==> src/ffr_pkg.sv <==
// ----------------------------------------------------------------------------
// ffr_pkg: shared types and codes of the firmware frame receiver
//
// Item and result layouts, status and operation codes, and the
// configuration register indexes used across the receiver modules.
// ----------------------------------------------------------------------------
package ffr_pkg;

  // Field widths fixed by the frame format
  localparam int unsigned FNUM_W   = 16;
  localparam int unsigned FLEN_W   = 11;
  localparam int unsigned BYTE_W   = 8;
  localparam int unsigned LEN_W    = 19;
  localparam int unsigned SUM_W    = 32;
  localparam int unsigned ADDR_W   = 32;
  localparam int unsigned OFFS_W   = 10;
  localparam int unsigned STATUS_W = 3;

  // Stream packing widths
  localparam int unsigned IN_TDATA_W  = 40;
  localparam int unsigned OUT_TDATA_W = 48;

  // Configuration port
  localparam int unsigned CFG_IDX_W  = 2;
  localparam int unsigned CFG_DATA_W = 32;

  localparam logic [CFG_IDX_W-1:0] CFG_IMAGE_LENGTH = 2'd0;
  localparam logic [CFG_IDX_W-1:0] CFG_IMAGE_SUM    = 2'd1;
  localparam logic [CFG_IDX_W-1:0] CFG_FRAME_STRIDE = 2'd2;

  localparam logic [FLEN_W-1:0] FRAME_STRIDE_RESET = 11'd1024;

  // Operation codes
  localparam logic OP_START = 1'b0;
  localparam logic OP_DATA  = 1'b1;

  typedef enum logic [STATUS_W-1:0] {
    STAT_OK           = 3'd0,
    STAT_DUPLICATE    = 3'd1,
    STAT_SEQ_ERROR    = 3'd2,
    STAT_TOO_LARGE    = 3'd3,
    STAT_SUM_MISMATCH = 3'd4,
    STAT_COMPLETE     = 3'd5
  } ffr_status_t;

  typedef struct packed {
    logic [LEN_W-1:0]  image_length;
    logic [SUM_W-1:0]  image_sum;
    logic [FLEN_W-1:0] frame_stride;
  } ffr_cfg_t;

  typedef struct packed {
    logic              operation;
    logic [FNUM_W-1:0] frame_number;
    logic [FLEN_W-1:0] frame_length;
    logic [BYTE_W-1:0] byte_value;
    logic              last_in_frame;
  } ffr_item_t;

  typedef struct packed {
    logic              write_enable;
    logic [ADDR_W-1:0] write_address;
    logic [BYTE_W-1:0] write_data;
    ffr_status_t       status;
  } ffr_result_t;

endpackage

==> src/ffr_cfg.sv <==
// ----------------------------------------------------------------------------
// ffr_cfg: configuration registers
//
// Holds image length, expected image sum and frame stride. Writes to an
// index outside the register list are taken and dropped.
// ----------------------------------------------------------------------------
module ffr_cfg
  import ffr_pkg::*;
(
  input  logic                  clk,
  input  logic                  rst,
  input  logic                  cfg_valid,
  output logic                  cfg_ready,
  input  logic [CFG_IDX_W-1:0]  cfg_index,
  input  logic [CFG_DATA_W-1:0] cfg_data,
  output ffr_cfg_t              cfg
);

  ffr_cfg_t regs;

  assign cfg_ready = 1'b1;
  assign cfg         = regs;

  // Write the addressed register on each beat
  always_ff @(posedge clk) begin
    if (rst) begin
      regs.image_length <= '0;
      regs.image_sum    <= '0;
      regs.frame_stride <= FRAME_STRIDE_RESET;
    end else if (cfg_valid) begin
      case (cfg_index)
        CFG_IMAGE_LENGTH: regs.image_length <= cfg_data[LEN_W-1:0];
        CFG_IMAGE_SUM:    regs.image_sum    <= cfg_data[SUM_W-1:0];
        CFG_FRAME_STRIDE: regs.frame_stride <= cfg_data[FLEN_W-1:0];
        default: ;
      endcase
    end
  end

endmodule

==> src/ffr_in_stage.sv <==
// ----------------------------------------------------------------------------
// ffr_in_stage: input register
//
// Captures one input beat and holds it until the core takes it; a new
// beat is accepted in the same cycle the held one moves on.
// ----------------------------------------------------------------------------
module ffr_in_stage
  import ffr_pkg::*;
(
  input  logic                  clk,
  input  logic                  rst,
  input  logic                  s_tvalid,
  output logic                  s_tready,
  input  logic [IN_TDATA_W-1:0] s_tdata,
  input  logic [0:0]            s_tuser,
  input  logic                  s_tlast,
  input  logic                  take,
  output logic                  item_valid,
  output ffr_item_t             item
);

  logic      valid;
  ffr_item_t held;

  assign s_tready   = !valid || take;
  assign item_valid = valid;
  assign item       = held;

  // Track occupancy
  always_ff @(posedge clk) begin
    if (rst) begin
      valid <= 1'b0;
    end else if (s_tready) begin
      valid <= s_tvalid;
    end
  end

  // Load payload on accept
  always_ff @(posedge clk) begin
    if (s_tvalid && s_tready) begin
      held.operation     <= s_tuser[0];
      held.frame_number  <= s_tdata[15:0];
      held.frame_length  <= s_tdata[26:16];
      held.byte_value    <= s_tdata[34:27];
      held.last_in_frame <= s_tlast;
    end
  end

endmodule

==> src/ffr_core.sv <==
// ----------------------------------------------------------------------------
// ffr_core: frame sequencing, byte count, sum and write address
//
// Checks the frame number against the expected one, tracks length, sum
// and offset within the frame, and forms the result of one beat.
// ----------------------------------------------------------------------------
module ffr_core
  import ffr_pkg::*;
#(
  parameter int unsigned       MAX_IMAGE_BYTES = 262144,
  parameter logic [ADDR_W-1:0] BASE_ADDRESS    = 32'h0000_0000,
  parameter int unsigned       MAX_FRAME_BYTES = 1024
) (
  input  logic        clk,
  input  logic        rst,
  input  ffr_cfg_t    cfg,
  input  logic        item_valid,
  input  ffr_item_t   item,
  input  logic        out_ready,
  output logic        take,
  output ffr_result_t result
);

  localparam logic [31:0] MAX_IMG_W   = 32'(MAX_IMAGE_BYTES);
  localparam logic [31:0] MAX_FRAME_W = 32'(MAX_FRAME_BYTES);
  localparam int unsigned PROD_W      = FNUM_W + FLEN_W;

  logic [FNUM_W-1:0] expected_frame, expected_frame_next;
  logic [SUM_W-1:0]  running_sum, running_sum_next;
  logic [LEN_W-1:0]  received_length, received_length_next;
  logic [OFFS_W-1:0] byte_offset, byte_offset_next;
  logic              frame_blocked, frame_blocked_next;
  logic              frame_open, frame_open_next;

  logic              start_bad;
  logic              frame_nonzero;
  logic [LEN_W:0]    len_sum;
  logic [LEN_W-1:0]  len_upd;
  logic              blocked_now;
  logic [SUM_W-1:0]  sum_upd;
  logic [PROD_W-1:0] frame_base;

  assign take = item_valid && out_ready;

  // Start is refused when the limits exceed the build-time maxima
  assign start_bad = ({13'd0, cfg.image_length} > MAX_IMG_W) ||
                     ({21'd0, cfg.frame_stride} > MAX_FRAME_W);

  assign frame_nonzero = (item.frame_number != '0);

  // Saturating length add on the first byte of a frame other than frame 0
  assign len_sum = {1'b0, received_length} + {9'd0, item.frame_length};
  always_comb begin
    len_upd = received_length;
    if (!frame_open && frame_nonzero) begin
      len_upd = len_sum[LEN_W] ? '1 : len_sum[LEN_W-1:0];
    end
  end

  assign blocked_now = frame_open ? frame_blocked : ({13'd0, len_upd} > MAX_IMG_W);
  assign sum_upd     = frame_nonzero ? running_sum + {24'd0, item.byte_value} : running_sum;
  assign frame_base  = PROD_W'(expected_frame) * PROD_W'(cfg.frame_stride);

  // Next state and result of one beat
  always_comb begin
    expected_frame_next  = expected_frame;
    running_sum_next     = running_sum;
    received_length_next = received_length;
    byte_offset_next     = byte_offset;
    frame_blocked_next   = frame_blocked;
    frame_open_next      = frame_open;
    result               = '0;
    result.status        = STAT_OK;

    case (item.operation)
      OP_START: begin
        if (start_bad) begin
          result.status = STAT_TOO_LARGE;
        end else begin
          expected_frame_next  = '0;
          running_sum_next     = '0;
          received_length_next = '0;
          byte_offset_next     = '0;
          frame_blocked_next   = 1'b0;
          frame_open_next      = 1'b0;
        end
      end
      OP_DATA: begin
        if (item.frame_number < expected_frame) begin
          result.status = STAT_DUPLICATE;
        end else if (item.frame_number > expected_frame) begin
          result.status = STAT_SEQ_ERROR;
        end else begin
          received_length_next = len_upd;
          running_sum_next     = sum_upd;
          if (blocked_now) begin
            result.status = STAT_TOO_LARGE;
          end else begin
            result.write_enable  = 1'b1;
            result.write_data    = item.byte_value;
            result.write_address = BASE_ADDRESS + ADDR_W'(frame_base) +
                                   ADDR_W'(byte_offset);
          end
          if (item.last_in_frame) begin
            if (!blocked_now) begin
              expected_frame_next = expected_frame + 1'b1;
              if (len_upd >= cfg.image_length) begin
                result.status = (sum_upd == cfg.image_sum) ? STAT_COMPLETE
                                                           : STAT_SUM_MISMATCH;
              end
            end
            byte_offset_next   = '0;
            frame_blocked_next = 1'b0;
            frame_open_next    = 1'b0;
          end else begin
            byte_offset_next   = byte_offset + 1'b1;
            frame_blocked_next = blocked_now;
            frame_open_next    = 1'b1;
          end
        end
      end
      default: ;
    endcase
  end

  // Advance state when the beat moves to the output register
  always_ff @(posedge clk) begin
    if (rst) begin
      expected_frame  <= '0;
      running_sum     <= '0;
      received_length <= '0;
      byte_offset     <= '0;
      frame_blocked   <= 1'b0;
      frame_open      <= 1'b0;
    end else if (take) begin
      expected_frame  <= expected_frame_next;
      running_sum     <= running_sum_next;
      received_length <= received_length_next;
      byte_offset     <= byte_offset_next;
      frame_blocked   <= frame_blocked_next;
      frame_open      <= frame_open_next;
    end
  end

endmodule

==> src/ffr_out_stage.sv <==
// ----------------------------------------------------------------------------
// ffr_out_stage: result register
//
// Holds one result beat on the output stream until it is taken, and
// reloads in the same cycle the held beat leaves.
// ----------------------------------------------------------------------------
module ffr_out_stage
  import ffr_pkg::*;
(
  input  logic                   clk,
  input  logic                   rst,
  input  logic                   load,
  input  ffr_result_t            result,
  output logic                   out_ready,
  output logic                   m_tvalid,
  input  logic                   m_tready,
  output logic [OUT_TDATA_W-1:0] m_tdata
);

  logic        valid;
  ffr_result_t held;

  assign out_ready = !valid || m_tready;
  assign m_tvalid  = valid;
  assign m_tdata   = {4'd0, held.status, held.write_data, held.write_address,
                      held.write_enable};

  // Track occupancy
  always_ff @(posedge clk) begin
    if (rst) begin
      valid <= 1'b0;
    end else if (out_ready) begin
      valid <= load;
    end
  end

  // Capture the result
  always_ff @(posedge clk) begin
    if (load) begin
      held <= result;
    end
  end

endmodule

==> src/firmware_frame_receiver.sv <==
// ----------------------------------------------------------------------------
// firmware_frame_receiver: numbered-frame firmware image receiver
//
// Takes one image byte per beat and returns one result beat per input beat.
// ----------------------------------------------------------------------------
// Each input beat passes through an input register and, after one stage of
// logic (a 16x11 frame-stride multiply with address add, sum and length
// update), a result register, so a byte enters every cycle while the output
// is not stalled, and its result is presented once the beat moves from the
// input register into the result register. Frame state (expected frame,
// running sum, byte count, offset) updates as a beat moves into the result
// register, so back-to-back bytes see each other's effect. Configuration is
// written through the cfg port, which is always ready; write it only while
// no beat is in flight.
module firmware_frame_receiver
  import ffr_pkg::*;
#(
  parameter int unsigned       MAX_IMAGE_BYTES = 262144,
  parameter logic [ADDR_W-1:0] BASE_ADDRESS    = 32'h0000_0000,
  parameter int unsigned       MAX_FRAME_BYTES = 1024
) (
  input  logic                   clk,
  input  logic                   rst,
  // Configuration write channel
  input  logic                   cfg_valid,
  output logic                   cfg_ready,
  input  logic [CFG_IDX_W-1:0]   cfg_index,
  input  logic [CFG_DATA_W-1:0]  cfg_data,
  // Input stream
  input  logic                   s_tvalid,
  output logic                   s_tready,
  input  logic [IN_TDATA_W-1:0]  s_tdata,  // frame_number[15:0], frame_length[26:16],
                                           // byte_value[34:27], zero pad[39:35]
  input  logic [0:0]             s_tuser,  // operation[0]
  input  logic                   s_tlast,  // last_in_frame
  // Output stream
  output logic                   m_tvalid,
  input  logic                   m_tready,
  output logic [OUT_TDATA_W-1:0] m_tdata   // write_enable[0], write_address[32:1],
                                           // write_data[40:33], status[43:41], pad[47:44]
);

  ffr_cfg_t    cfg;
  ffr_item_t   item;
  ffr_result_t result;
  logic        item_valid;
  logic        take;
  logic        out_ready;

  ffr_cfg u_cfg (
    .clk       (clk),
    .rst       (rst),
    .cfg_valid (cfg_valid),
    .cfg_ready (cfg_ready),
    .cfg_index (cfg_index),
    .cfg_data  (cfg_data),
    .cfg       (cfg)
  );

  ffr_in_stage u_in (
    .clk        (clk),
    .rst        (rst),
    .s_tvalid   (s_tvalid),
    .s_tready   (s_tready),
    .s_tdata    (s_tdata),
    .s_tuser    (s_tuser),
    .s_tlast    (s_tlast),
    .take       (take),
    .item_valid (item_valid),
    .item       (item)
  );

  ffr_core #(
    .MAX_IMAGE_BYTES (MAX_IMAGE_BYTES),
    .BASE_ADDRESS    (BASE_ADDRESS),
    .MAX_FRAME_BYTES (MAX_FRAME_BYTES)
  ) u_core (
    .clk        (clk),
    .rst        (rst),
    .cfg        (cfg),
    .item_valid (item_valid),
    .item       (item),
    .out_ready  (out_ready),
    .take       (take),
    .result     (result)
  );

  ffr_out_stage u_out (
    .clk       (clk),
    .rst       (rst),
    .load      (take),
    .result    (result),
    .out_ready (out_ready),
    .m_tvalid  (m_tvalid),
    .m_tready  (m_tready),
    .m_tdata   (m_tdata)
  );

endmodule

==> config.mk <==
export PLATFORM = sky130hd
export DESIGN_NAME = firmware_frame_receiver
export DESIGN_NICKNAME = d
export VERILOG_FILES = /design/src/ffr_pkg.sv /design/src/ffr_cfg.sv /design/src/ffr_in_stage.sv /design/src/ffr_core.sv /design/src/ffr_out_stage.sv /design/src/firmware_frame_receiver.sv
export SDC_FILE = /design/constraint.sdc
export NUM_CORES = 1
export LEC_CHECK = 0
export ABC_CLOCK_PERIOD_IN_PS = 13500
export BUFFER_PORTS_ARGS = -buffer_cell sky130_fd_sc_hd__buf_2
export CAP_MARGIN = 20
export CORE_ASPECT_RATIO = 1.1
export CORE_MARGIN = 1
export CORE_UTILIZATION = 30
export DETAILED_ROUTE_END_ITERATION = 10
export PLACE_DENSITY_LB_ADDON = 0.3
export SYNTH_ARGS = -nofsm -noshare
export SYNTH_HDL_FRONTEND = slang
export SYNTH_SLANG_ARGS = --single-unit
export TNS_END_PERCENT = 50
==> constraint.sdc <==
create_clock -name clk -period 13.5 [get_ports clk]
set_clock_uncertainty 0.2 [all_clocks]
set_input_delay 2.7 -clock clk [delete_from_list [all_inputs] [get_ports clk]]
set_output_delay 2.7 -clock clk [all_outputs]
set_load 0.05 [all_outputs]
## Word level (Yosys, flattened, before mapping)

Cells that the tools add are included.

| cells by class | value |
|---|---|
| $add $sub $neg | 5 |
| multiply operators | 1 |
| magnitude comparators | 6 |
| equal/unequal tests | 8 |
| muxes and demuxes | 42 |
| bitwise gates (word level) | 1 |
| reductions and logical operators | 18 |

Operators by type and width:

| operator | count |
|---|---|
| $mux W32 | 4 |
| $mux W19 | 5 |
| $mux W16 | 5 |
| $pmux W32 S2 | 1 |
| $mux W41 | 1 |
| $mux W10 | 4 |
| $gt A19 B19 Y1 const B | 2 |
| $pmux W19 S2 | 1 |
| $add A32 B8 Y32 | 1 |
| $eq A32 B32 Y1 | 1 |
| $pmux W16 S2 | 1 |
| $add A27 B10 Y28 | 1 |
| $mul A16 B11 Y27 | 1 |
| $add A19 B11 Y20 | 1 |
| $pmux W10 S2 | 1 |
| $ge A19 B19 Y1 | 1 |
| $add A16 B1 Y16 const B | 1 |
| $gt A16 B16 Y1 | 1 |
| $lt A16 B16 Y1 | 1 |
| $reduce_bool A16 Y1 | 1 |
| $mux W3 | 5 |
| $gt A11 B11 Y1 const B | 1 |
| $add A10 B1 Y10 const B | 1 |
| $ne A2 B2 Y1 const B | 5 |
| 16 further kinds | 34 |

| word-level totals | value |
|---|---|
| register bits | 224 |
| bits of input ports | 81 |
| output and inout bits | 51 |
| logic and storage cells | 101 |

## Depth between registers and ports, before layout

Gate-level depths: netlist (run 1).

| depth | value |
|---|---|
| depth after elaboration | 12 |
| gate-level depth with buffers | 24 |
| depth with buffers taken out | 22 |

## Hierarchy

From an unflattened synthesis (run 1), not the netlist that was laid out.

| unflattened totals | value |
|---|---|
| cell total of the unflattened synthesis | 2013 |
| area, all modules | 18262.5 um^2 |

Modules (own cells, without submodules):

| module | instances | cells an instance | area each (um^2) | seq. area each (um^2) |
|---|---|---|---|---|
| ffr_core | 1 | 1675 | 13098.8 | 1581.5 |
| ffr_cfg | 1 | 243 | 2596.2 | 1241.2 |
| ffr_out_stage | 1 | 53 | 1401.3 | 1341.3 |
| ffr_in_stage | 1 | 42 | 1166.1 | 1131.1 |

## Worst setup path after synthesis (run 1)

No wires, ideal clock.

| timing path | value |
|---|---|
| kind | reg2reg |
| from | register u_cfg.regs, in the netlist u_cfg.cfg[4] |
| to | register u_out.held, in the netlist u_out.m_tdata[26], data pin |
| library setup time | 0.257 ns |
| arrival time | 5.715 ns |
| data required time | 13.043 ns |
| slack | 7.328 ns |
| cell stages (with the launch flop) | 22 |
| buffers on the path | 2 |
| period minus slack after synthesis | 6.172 ns |
| cells stage by stage | dfxtp_1 > clkbuf_1 > clkbuf_1 > nand2_1 > fa_1 > inv_1 > fa_1 > fa_1 > fa_1 > inv_1 > fa_1 > inv_1 > ha_1 > a21o_1 > a21o_1 > a2111o_1 > o211ai_1 > a21oi_1 > or3_1 > a21oi_1 > xor2_1 > nor2_1 |

| on the way | value |
|---|---|
| longest elaborated chain between the ends | 2 |

Ends and longest elaborated chain:

| what | line | source |
|---|---|---|
| start, declared | ffr_cfg.sv:19 | `ffr_cfg_t regs;` |
| $mul A16 B11 Y27 | ffr_core.sv:62 | `assign frame_base = PROD_W'(expected_frame) * PROD_W'(cfg.frame_stride);` |
| $add A27 B10 Y28 | ffr_core.sv:101 | `result.write_address = BASE_ADDRESS + ADDR_W'(frame_base) +` |
| end signal, assigned | ffr_out_stage.sv:40 | `held <= result;` |
| end, declared | ffr_out_stage.sv:21 | `ffr_result_t held;` |

Every way passes these cells.
A chain may end at the register's enable or synchronous reset.

## Final worst setup path (run 1)

| timing path | value |
|---|---|
| from | register u_cfg.regs, in the netlist u_cfg.cfg[4] |
| to | register u_out.held, in the netlist u_out.m_tdata[27], data pin |

Same word-level chain as after synthesis.

==> qor.csv, run 1 <==
stage,metric,value,unit
drt,total wire length,47.80,mm
cts,post-CTS setup repair buffer count,0,
drt,vias per cell,5.002,
cells_and_area,Post-Layout Cell Count,2888,
cts,Clock Latency Late Sink,570,ps
synthesis,count of cell types in the netlist,91,
setup_path,crit path launch type,flop,
power,leak pwr,8.546,nW
sta,RSZ-0062 raised after global routing,false,
sta,max-slew violations,0,
synthesis,Synth warnings,0,
cts,CTS tree,built,
cts,TritonCTS Buffers,27,
cells_and_area,fin nets,2457,
synthesis,Yosys top cell by area,dfxtp_1,
setup_path,Setup CP Type,reg2reg,
placed_design,Post-DP HPWL,36.36,mm
synthesis,"EDFF count, synth",77,
sta,Final Setup Violations,0,
cts,hold_buf cts,0,
run,max_cap viols,0,
drt,DRT Pass-1 Iters,7,
setup_path,CP Capture Type,flop,
run_status,outcome,completed,
sta,relative slew slack,0.2866,
placed_design,GP Congestion,0.8526,
synthesis,top_reg_cell synth,dfxtp_1,
drt,DR WL/cell,16.55,µm
cells_and_area,Ant. Diodes,0,
synthesis,Synth area leaders,"dfxtp_1, fa_1, edfxtp_1, ha_1, nand2_1",
sta,number of hold violations in the final report,0,
floorplan,die span in x,235.0,µm
global_routing,global-route usage over all layers,0.1557,
sta,worst setup margin,6655,ps
sta,Fmax,0.1461,GHz
cts,Max Root-Sink Buffers,3,
cells_and_area,post-layout util,0.3387,
global_routing,GRT overflow,0,
cts,clock root cell,clkbuf_16,
setup_path,Crit path required time,13600,ps
global_routing,pin count of the biggest net entering global routing,99,
floorplan,Core Area,0.05876,mm²
floorplan,initial cell density of the core,0.3050,
global_routing,vias in the first global route,14640,
cts,H-tree Lvls,1,
synthesis,post-synthesis async set-or-reset flop share,0,
cells_and_area,fill cell count,6093,
sta,post-layout min period,6845,ps
sta,WHS,262.5,ps
cts,clock-pin slew on the worst setup and hold paths,60,ps
setup_path,Worst EP arrival,6950,ps
synthesis,top cell type's share of synthesized area,0.1598,
floorplan,die footprint,0.06072,mm²
synthesis,cell area after synthesis,0.01792,mm²
synthesis,Seq cells post-synth,220,
global_routing,first-pass GRT wire length,77.20,mm
synthesis,Syn Inst Count,2059,
global_routing,initial antenna violation count,0,
synthesis,most common cell in the netlist,nand2_1,
drt,DR vias,14450,
floorplan,die height,258.3,µm
power,PwrDens,77.56,mW/mm²
synthesis,"Seq/Total Area, Yosys",0.2888,
power,Worst VDD drop,0.09202,mV
placed_design,# port buffers,117,
synthesis,Synth Area per Inst,8.703,µm²
setup_path,worst-path fanout max,18,
cells_and_area,layout cell share with drive strength beyond 1,0.1006,
sta,setup TNS,0,ps
drt,drt drc,0,
cts,Clock Sink Count,220,
drt,ANT nets after route,0,
sta,Worst-Margin Slew,1070,ps
sta,Tcrit/Tclk final,0.5070,
synthesis,synth cell count leaders,"nand2_1, inv_1, nor2_1, dfxtp_1, a21oi_1",
drt,DRT iter0 DRCs,699,
cts,Resized cells post-CTS,0,
cells_and_area,layout-stage area growth over the synthesis result,11.07,%
floorplan,io pins,132,
worst_hold_path,min-delay worst type,reg2reg,
placed_design,placed cell count,2837,
floorplan,row count,93,
placed_design,dpl ws,6598,ps
## per-layer routing
layer | part of all wire | vias to the layer above | global-route usage | routed length, µm
li1 | - | 7063 | - | -
met1 | 0.44 | 7002 | 0.1957 | 21170
met3 | 0.041 | 68 | 0.01640 | 1965
met5 | 0 | - | 0 | 0
met2 | 0.49 | 314 | 0.2795 | 23460
met4 | 0.025 | 0 | 0.04770 | 1210
## cells by family after synthesis
logic type,count (synthesis),synth area share
flops,220,0.2888
simple gates,737,0.2008
buf+inv,351,0.07876
other cells,2,0.0004191
compound gates,381,0.1353
mux,22,0.01285
xor+xnor,78,0.03812
fa+ha+maj,268,0.2449
## cell usage in the layout (no fill, tap or decap), types with 18 or more instances in the layout
| master | n |
|---|---|
| or4_1 | 21 |
| fa_1 | 138 |
| or3_1 | 18 |
| ha_1 | 130 |
| xor2_1 | 28 |
| and2_1 | 78 |
| nor2_1 | 151 |
| nand4_1 | 20 |
| a21oi_1 | 142 |
| nor3_1 | 28 |
| and3_1 | 19 |
| xnor2_1 | 50 |
| o21ai_0 | 61 |
| dfxtp_1 | 143 |
| a21o_1 | 22 |
| buf_2 | 116 |
| nand3_1 | 37 |
| a22oi_1 | 29 |
| nand2_1 | 282 |
| edfxtp_1 | 77 |
| a31oi_1 | 22 |
| clkbuf_16 | 27 |
| inv_1 | 234 |
## where the power goes
group	switching (mW)	internal, mW
Clock	0.305	0.386
Combinational	0.0878	0.0406
Sequential	0.0192	0.704
## cell type report
class / instances / area, µm² / share of cell area
clock buffers: 35 / 735.7 / 0.03696
clock inverters: 14 / 92.59 / 0.004652
inverters: 236 / 885.9 / 0.04451
multi-input cells: 1495 / 11390 / 0.5721
flip-flops and latches: 220 / 5175 / 0.2600
well taps: 760 / 950.9 / 0.04778
repair buffers: 128 / 675.6 / 0.03395
## final timing paths
path | from | endpoint | slack (ps) | depth (start not counted)
setup reg to reg | u_cfg.cfg[4] | u_out.m_tdata[27] | 6660 | 20
hold / removal | u_cfg.cfg[52] | u_cfg.cfg[52] | 260 | 2
setup / recovery | u_cfg.cfg[4] | u_out.m_tdata[27] | 6660 | 20
hold reg to reg | u_cfg.cfg[52] | u_cfg.cfg[52] | 260 | 2
## critical path, cell delays in order, from the launching register on
cell and delay [ps]:
dfxtp_1 820, nand2_1 180, fa_1 600, fa_1 440, fa_1 490, inv_1 50, fa_1 520, inv_1 50
fa_1 530, inv_1 40, ha_1 340, a211oi_1 400, o211ai_1 220, a41oi_1 440, o2111a_1 320, nor3_1 80
a21oi_1 250, a21oi_1 170, a31oi_1 220, xor2_1 160, nor2_1 50
## through the flow
stage               power (mW)  area [µm²]
floorplan               0.8185       17950
global placement        0.8643       19050
detailed placement      0.8670       19050
CTS                      1.568       19880
global route             1.607       19900
finish                   1.544       19900
## state kept, by name, summed over array words and instances, names as in the netlist
name	flops
u_cfg.cfg	62
u_in.item_valid	1
u_core.frame_open	1
u_core.expected_frame	16
u_core.running_sum	32
u_out.m_tdata	40
u_core.received_length	19
u_core.frame_blocked	1
u_core.byte_offset	10
u_in.item	37
u_out.m_tvalid	1
Power figures use the tool's default switching activity.
==> run 2, diff against run 1 <==
ABC_CLOCK_PERIOD_IN_PS = 5980   (was 13500)
clock period = 5.98 ns   (was 13.5 ns; I/O delays follow)
==> run 2 against run 1 <==
Effect of this change:
- die area is the same
- wire length grew 0.34%
- first-iteration DRC count grew 25%
- largest cell class unchanged
- highest routed layer unchanged
==> qor.csv, run 2 (synthesis results as in run 1) <==
stage,metric,value,unit
run_status,outcome,completed,
cts,H-tree Lvls,1,
sta,Final Setup Violations,0,
global_routing,pin count of the biggest net entering global routing,68,
sta,max-slew violations,0,
global_routing,initial antenna violation count,0,
placed_design,GP Congestion,0.8506,
global_routing,first-pass GRT wire length,77.62,mm
setup_path,Setup CP Type,reg2reg,
cts,Max Root-Sink Buffers,3,
global_routing,global-route usage over all layers,0.1557,
power,PwrDens,174.1,mW/mm²
cells_and_area,Ant. Diodes,0,
cells_and_area,layout cell share with drive strength beyond 1,0.1505,
setup_path,crit path launch type,flop,
power,Clk pwr share,0.465,
sta,Fmax,0.1734,GHz
sta,setup TNS,0,ps
cts,clock root cell,clkbuf_16,
floorplan,die span in x,235.0,µm
global_routing,GRT overflow,0,
placed_design,Placed Area,0.01964,mm²
floorplan,initial cell density of the core,0.3050,
worst_hold_path,min-delay worst type,reg2reg,
power,Sw Ratio,0.2563,
drt,drt drc,0,
sta,post-layout min period,5766,ps
cells_and_area,flip-flop count of the largest register after layout,62,
cts,Clock Latency Late Sink,560,ps
cells_and_area,highest-count cells in the layout ignoring fill and taps,"nand2_1, inv_1, nor2_1, a21oi_1, fa_1",
placed_design,Post-DP HPWL,37.40,mm
sta,Worst-Margin Slew,1069,ps
drt,ANT nets after route,0,
floorplan,row count,93,
drt,DRT iter0 DRCs,876,
cells_and_area,post-layout instance area,0.02075,mm²
power,Internal Power,2.686,mW
cts,hold_buf cts,0,
sta,RSZ-0062 raised after global routing,true,
power,Worst VDD drop,0.2002,mV
cells_and_area,fin nets,2542,
setup_path,Crit path required time,6090,ps
sta,relative slew slack,0.2875,
cts,Clock Sink Count,220,
cells_and_area,"most common cell after layout, fill and taps aside",nand2_1,
cells_and_area,layout-stage area growth over the synthesis result,15.78,%
power,Net Sw Power,925.5,µW
floorplan,io pins,132,
drt,total wire length,47.97,mm
setup_path,CP Capture Type,flop,
sta,Tcrit/Tclk final,0.9643,
drt,DRT Pass-1 Iters,5,
placed_design,# port buffers,117,
power,Gate power share,0.087,
power,Flop pwr share,0.448,
cts,CTS tree,built,
setup_path,worst-path fanout max,8,
drt,DR WL/cell,16.13,µm
cts,TritonCTS Buffers,26,
global_routing,vias in the first global route,14760,
floorplan,die height,258.3,µm
floorplan,die footprint,0.06072,mm²
drt,vias per cell,4.954,
sta,number of hold violations in the final report,0,
run,max_cap viols,0,
setup_path,Worst EP arrival,5880,ps
floorplan,Core Area,0.05876,mm²
cts,clock-pin slew on the worst setup and hold paths,70,ps
drt,DR vias,14730,
power,leak pwr,9.039,nW
-- run 2: cell types whose count changed in the layout (fill, tap and decap cells not counted), sizes merged --
| cell | delta |
|---|---|
| buf | +87 |
| clkinvlp | -2 |
| clkbuf | -2 |
| clkinv | +5 |
| dlymetal6s2s | -1 |
| bufinv | +3 |
| inv | -5 |
-- run 2: through the flow --
step | util | power, mW | setup slack (ps) | instances | hold WS [ps]
floorplan | - | 1.849 | 4.035 | 2066 | 236.3
detailed placement | 0.3343 | 1.965 | -178.3 | 2916 | 255.9
global route | 0.3531 | 3.763 | -36.33 | 2973 | 283.6
CTS | 0.3503 | 3.657 | 11.10 | 2965 | 266.1
global placement | 0.3340 | 1.958 | -100.9 | 2914 | 248.7
finish | 0.3531 | 3.611 | 213.7 | 2973 | 261.8
-- run 2: final timing paths --
path                                 start                end  slack [ps]  cells past startpoint
hold / removal               u_cfg.cfg[53]      u_cfg.cfg[53]         260                      2
setup reg to reg  u_core.expected_frame[3]  u_out.m_tdata[26]         210                     19
hold reg to reg              u_cfg.cfg[53]      u_cfg.cfg[53]         260                      2
setup / recovery  u_core.expected_frame[3]  u_out.m_tdata[26]         210                     19
-- run 2: per-layer routing --
metal / vias up / GRT usage / share of wire
li1: 7214 / - / -
met1: 7130 / 0.2026 / 0.46
met2: 326 / 0.2720 / 0.48
met3: 59 / 0.01928 / 0.041
met4: 0 / 0.04039 / 0.021
met5: - / 0 / 0
-- run 2: power groups by stage --
stage               combinational [mW]  clock, mW  sequential, mW
finish                           0.315       1.68            1.62
global route                     0.343       1.80            1.62
CTS                              0.312       1.72            1.62
detailed placement               0.312          0            1.65
global placement                 0.305          0            1.65
floorplan                        0.172          0            1.68
-- run 2: critical path, stage by stage, from the launching register on --
cell and delay, ps:
dfxtp_1 420, buf_4 190, and2_1 150, fa_1 460, fa_1 520, fa_1 440
fa_1 540, inv_1 50, fa_1 530, inv_1 40, ha_1 290, a21o_1 210
a2111o_1 400, o211ai_1 170, buf_4 150, a21oi_2 60, or3_4 370, a21oi_2 130
xor2_1 150, nor2_1 50
-- run 2: area by class of cell --
class	instances	area (µm²)
Fill cell	6002	38020
Clock buffer	33	729.5
Multi-Input combinational cell	1495	11440
Clock inverter	15	172.7
Inverter	236	885.9
Timing Repair Buffer	214	1361
Sequential cell	220	5207
Tap cell	760	950.9
-- run 2: what timing repair did --
| item | in CTS | in global routing |
|---|---|---|
| endpoints found under the setup margin | 5 | 8 |
| resized for setup | 11 | 34 |
| setup buffers | 1 | 5 |
| pin swaps | 3 | 17 |
==> run 3, diff against run 2 <==
==> constraint.sdc (replaced) <==
create_clock -name clk -period 5.98 [get_ports clk]
set_clock_uncertainty 0.2 [all_clocks]
set_input_delay 0.299 -clock clk [delete_from_list [all_inputs] [get_ports clk]]
set_output_delay 0.299 -clock clk [all_outputs]
set_load 0.05 [all_outputs]
==> run 3 against run 2 <==
Effect of this change:
- first-iteration DRC count decreased by 6.6%
- combinational power increased by 13%
- die area unchanged
- wire length increased by 2.0%
- critical endpoint unchanged
- final cell count increased by 2.3%
- design area increased by 3.7%
- count of clock-buffer cells in the layout increased by 3
- sequential power about the same
==> qor.csv, run 3 (synthesis results as in run 1) <==
stage,metric,value,unit
placed_design,dpl ws,-140.6,ps
placed_design,Placed Area,0.01959,mm²
cts,clock root cell,clkbuf_16,
cells_and_area,Ant. Diodes,0,
global_routing,vias in the first global route,15060,
sta,relative slew slack,0.2716,
global_routing,first-pass GRT wire length,78.70,mm
power,Final Power,3.726,mW
cells_and_area,post-layout instance area,0.02152,mm²
floorplan,die height,258.3,µm
sta,number of hold violations in the final report,0,
cells_and_area,"most common cell after layout, fill and taps aside",nand2_1,
global_routing,GRT overflow,0,
sta,max-slew violations,0,
power,PwrDens,173.2,mW/mm²
sta,Fmax,0.1737,GHz
global_routing,initial antenna violation count,0,
sta,Worst-Margin Slew,1065,ps
cells_and_area,layout-stage area growth over the synthesis result,20.08,%
setup_path,Worst EP arrival,5870,ps
cells_and_area,fill cell count,5949,
setup_path,worst-path fanout max,7,
cts,Max Root-Sink Buffers,3,
sta,worst setup margin,223.0,ps
placed_design,GP Congestion,0.8444,
cts,clock-pin slew on the worst setup and hold paths,60,ps
drt,ANT nets after route,0,
floorplan,io pins,132,
floorplan,initial cell density of the core,0.3050,
cts,Clock Sink Count,220,
run,max_cap viols,0,
floorplan,die footprint,0.06072,mm²
drt,DR vias,14880,
drt,total wire length,48.91,mm
cts,CTS tree,built,
drt,vias per cell,4.892,
sta,Final Setup Violations,0,
power,Worst VDD drop,0.2074,mV
worst_hold_path,min-delay worst type,in2reg,
power,leak pwr,9.340,nW
sta,setup TNS,0,ps
cells_and_area,multi-input logic area,0.01146,mm²
cts,Clock Latency Late Sink,580,ps
drt,DR WL/cell,16.08,µm
setup_path,CP Capture Type,flop,
global_routing,global-route usage over all layers,0.1585,
setup_path,crit path launch type,flop,
cts,TritonCTS Buffers,27,
cells_and_area,layout cell share with drive strength beyond 1,0.1434,
cells_and_area,highest-count cells in the layout ignoring fill and taps,"nand2_1, inv_1, nor2_1, a21oi_1, fa_1",
drt,DRT iter0 DRCs,818,
setup_path,Crit path required time,6090,ps
drt,DRT Pass-1 Iters,5,
cells_and_area,Storage cell area,0.005210,mm²
global_routing,pin count of the biggest net entering global routing,100,
floorplan,Core Area,0.05876,mm²
run_status,outcome,completed,
cts,H-tree Lvls,1,
placed_design,Post-DP HPWL,37.55,mm
placed_design,# port buffers,117,
floorplan,row count,93,
cells_and_area,flip-flop count of the largest register after layout,62,
setup_path,Setup CP Type,reg2reg,
cells_and_area,fin nets,2609,
drt,drt drc,0,
sta,post-layout min period,5757,ps
floorplan,die span in x,235.0,µm
sta,Tcrit/Tclk final,0.9627,
==> run 3: power by group <==
group | switching, mW | internal (mW)
combinational | 0.219 | 0.135
sequential | 0.0309 | 1.59
clock | 0.717 | 1.04
total | 0.967 | 2.76
==> run 3: cell type report <==
| cell class | instances | area share |
|---|---|---|
| sequential | 220 | 0.2421 |
| tap | 760 | 0.04419 |
| clock inverter | 14 | 0.008373 |
| inverter | 236 | 0.04117 |
| clock buffer | 36 | 0.03535 |
| multi-input combinational | 1495 | 0.5325 |
| timing repair buffer | 280 | 0.09629 |
==> run 3: stage by stage <==
stage | hold slack [ps] | instances | utilization
6_report | 36.66 | 3041 | 0.3662
5_1_grt | 30.75 | 3041 | 0.3662
3_3_place_gp | 251.6 | 2907 | 0.3331
4_1_cts | 7.879 | 3037 | 0.3631
2_1_floorplan | 197.9 | 2066 | -
3_5_place_dp | 253.0 | 2908 | 0.3333
==> run 3: critical path: stages, from the launching register on <==
cell	delay [ps]
dfxtp_1	310
buf_4	160
buf_4	160
and2_1	170
fa_1	540
fa_1	460
fa_1	530
fa_1	540
inv_1	50
fa_1	530
inv_1	40
ha_1	330
a2111o_1	410
o211ai_1	170
buf_4	160
a21oi_2	50
or3_1	330
a21oi_2	140
xor2_1	170
nor2_1	60
==> run 3: per-layer routing <==
layer / up-vias / GRT usage / share of wire
met5: - / 0 / 0
met4: 0 / 0.04404 / 0.025
met3: 77 / 0.02173 / 0.044
met2: 310 / 0.2765 / 0.48
met1: 7135 / 0.2041 / 0.45
li1: 7354 / - / -
==> run 3: repair_timing <==
| item | in CTS | in global routing |
|---|---|---|
| pin swaps | 5 | 25 |
| endpoints found under the hold margin | 122 | 0 |
| resized for setup | 9 | 42 |
| endpoints found under the setup margin | 2 | 8 |
| hold buffers | 78 | 0 |
| setup buffers | 1 | 0 |
==> run 3: path summary, 6_finish.rpt <==
kind | from | end | slack (ps) | depth (start not counted)
max | u_core.expected_frame[4] | u_out.m_tdata[26] | 220 | 19
min | cfg_valid | u_cfg.cfg[47] | 40 | 4
max reg2reg | u_core.expected_frame[4] | u_out.m_tdata[26] | 220 | 19
min reg2reg | u_cfg.cfg[50] | u_cfg.cfg[50] | 270 | 2
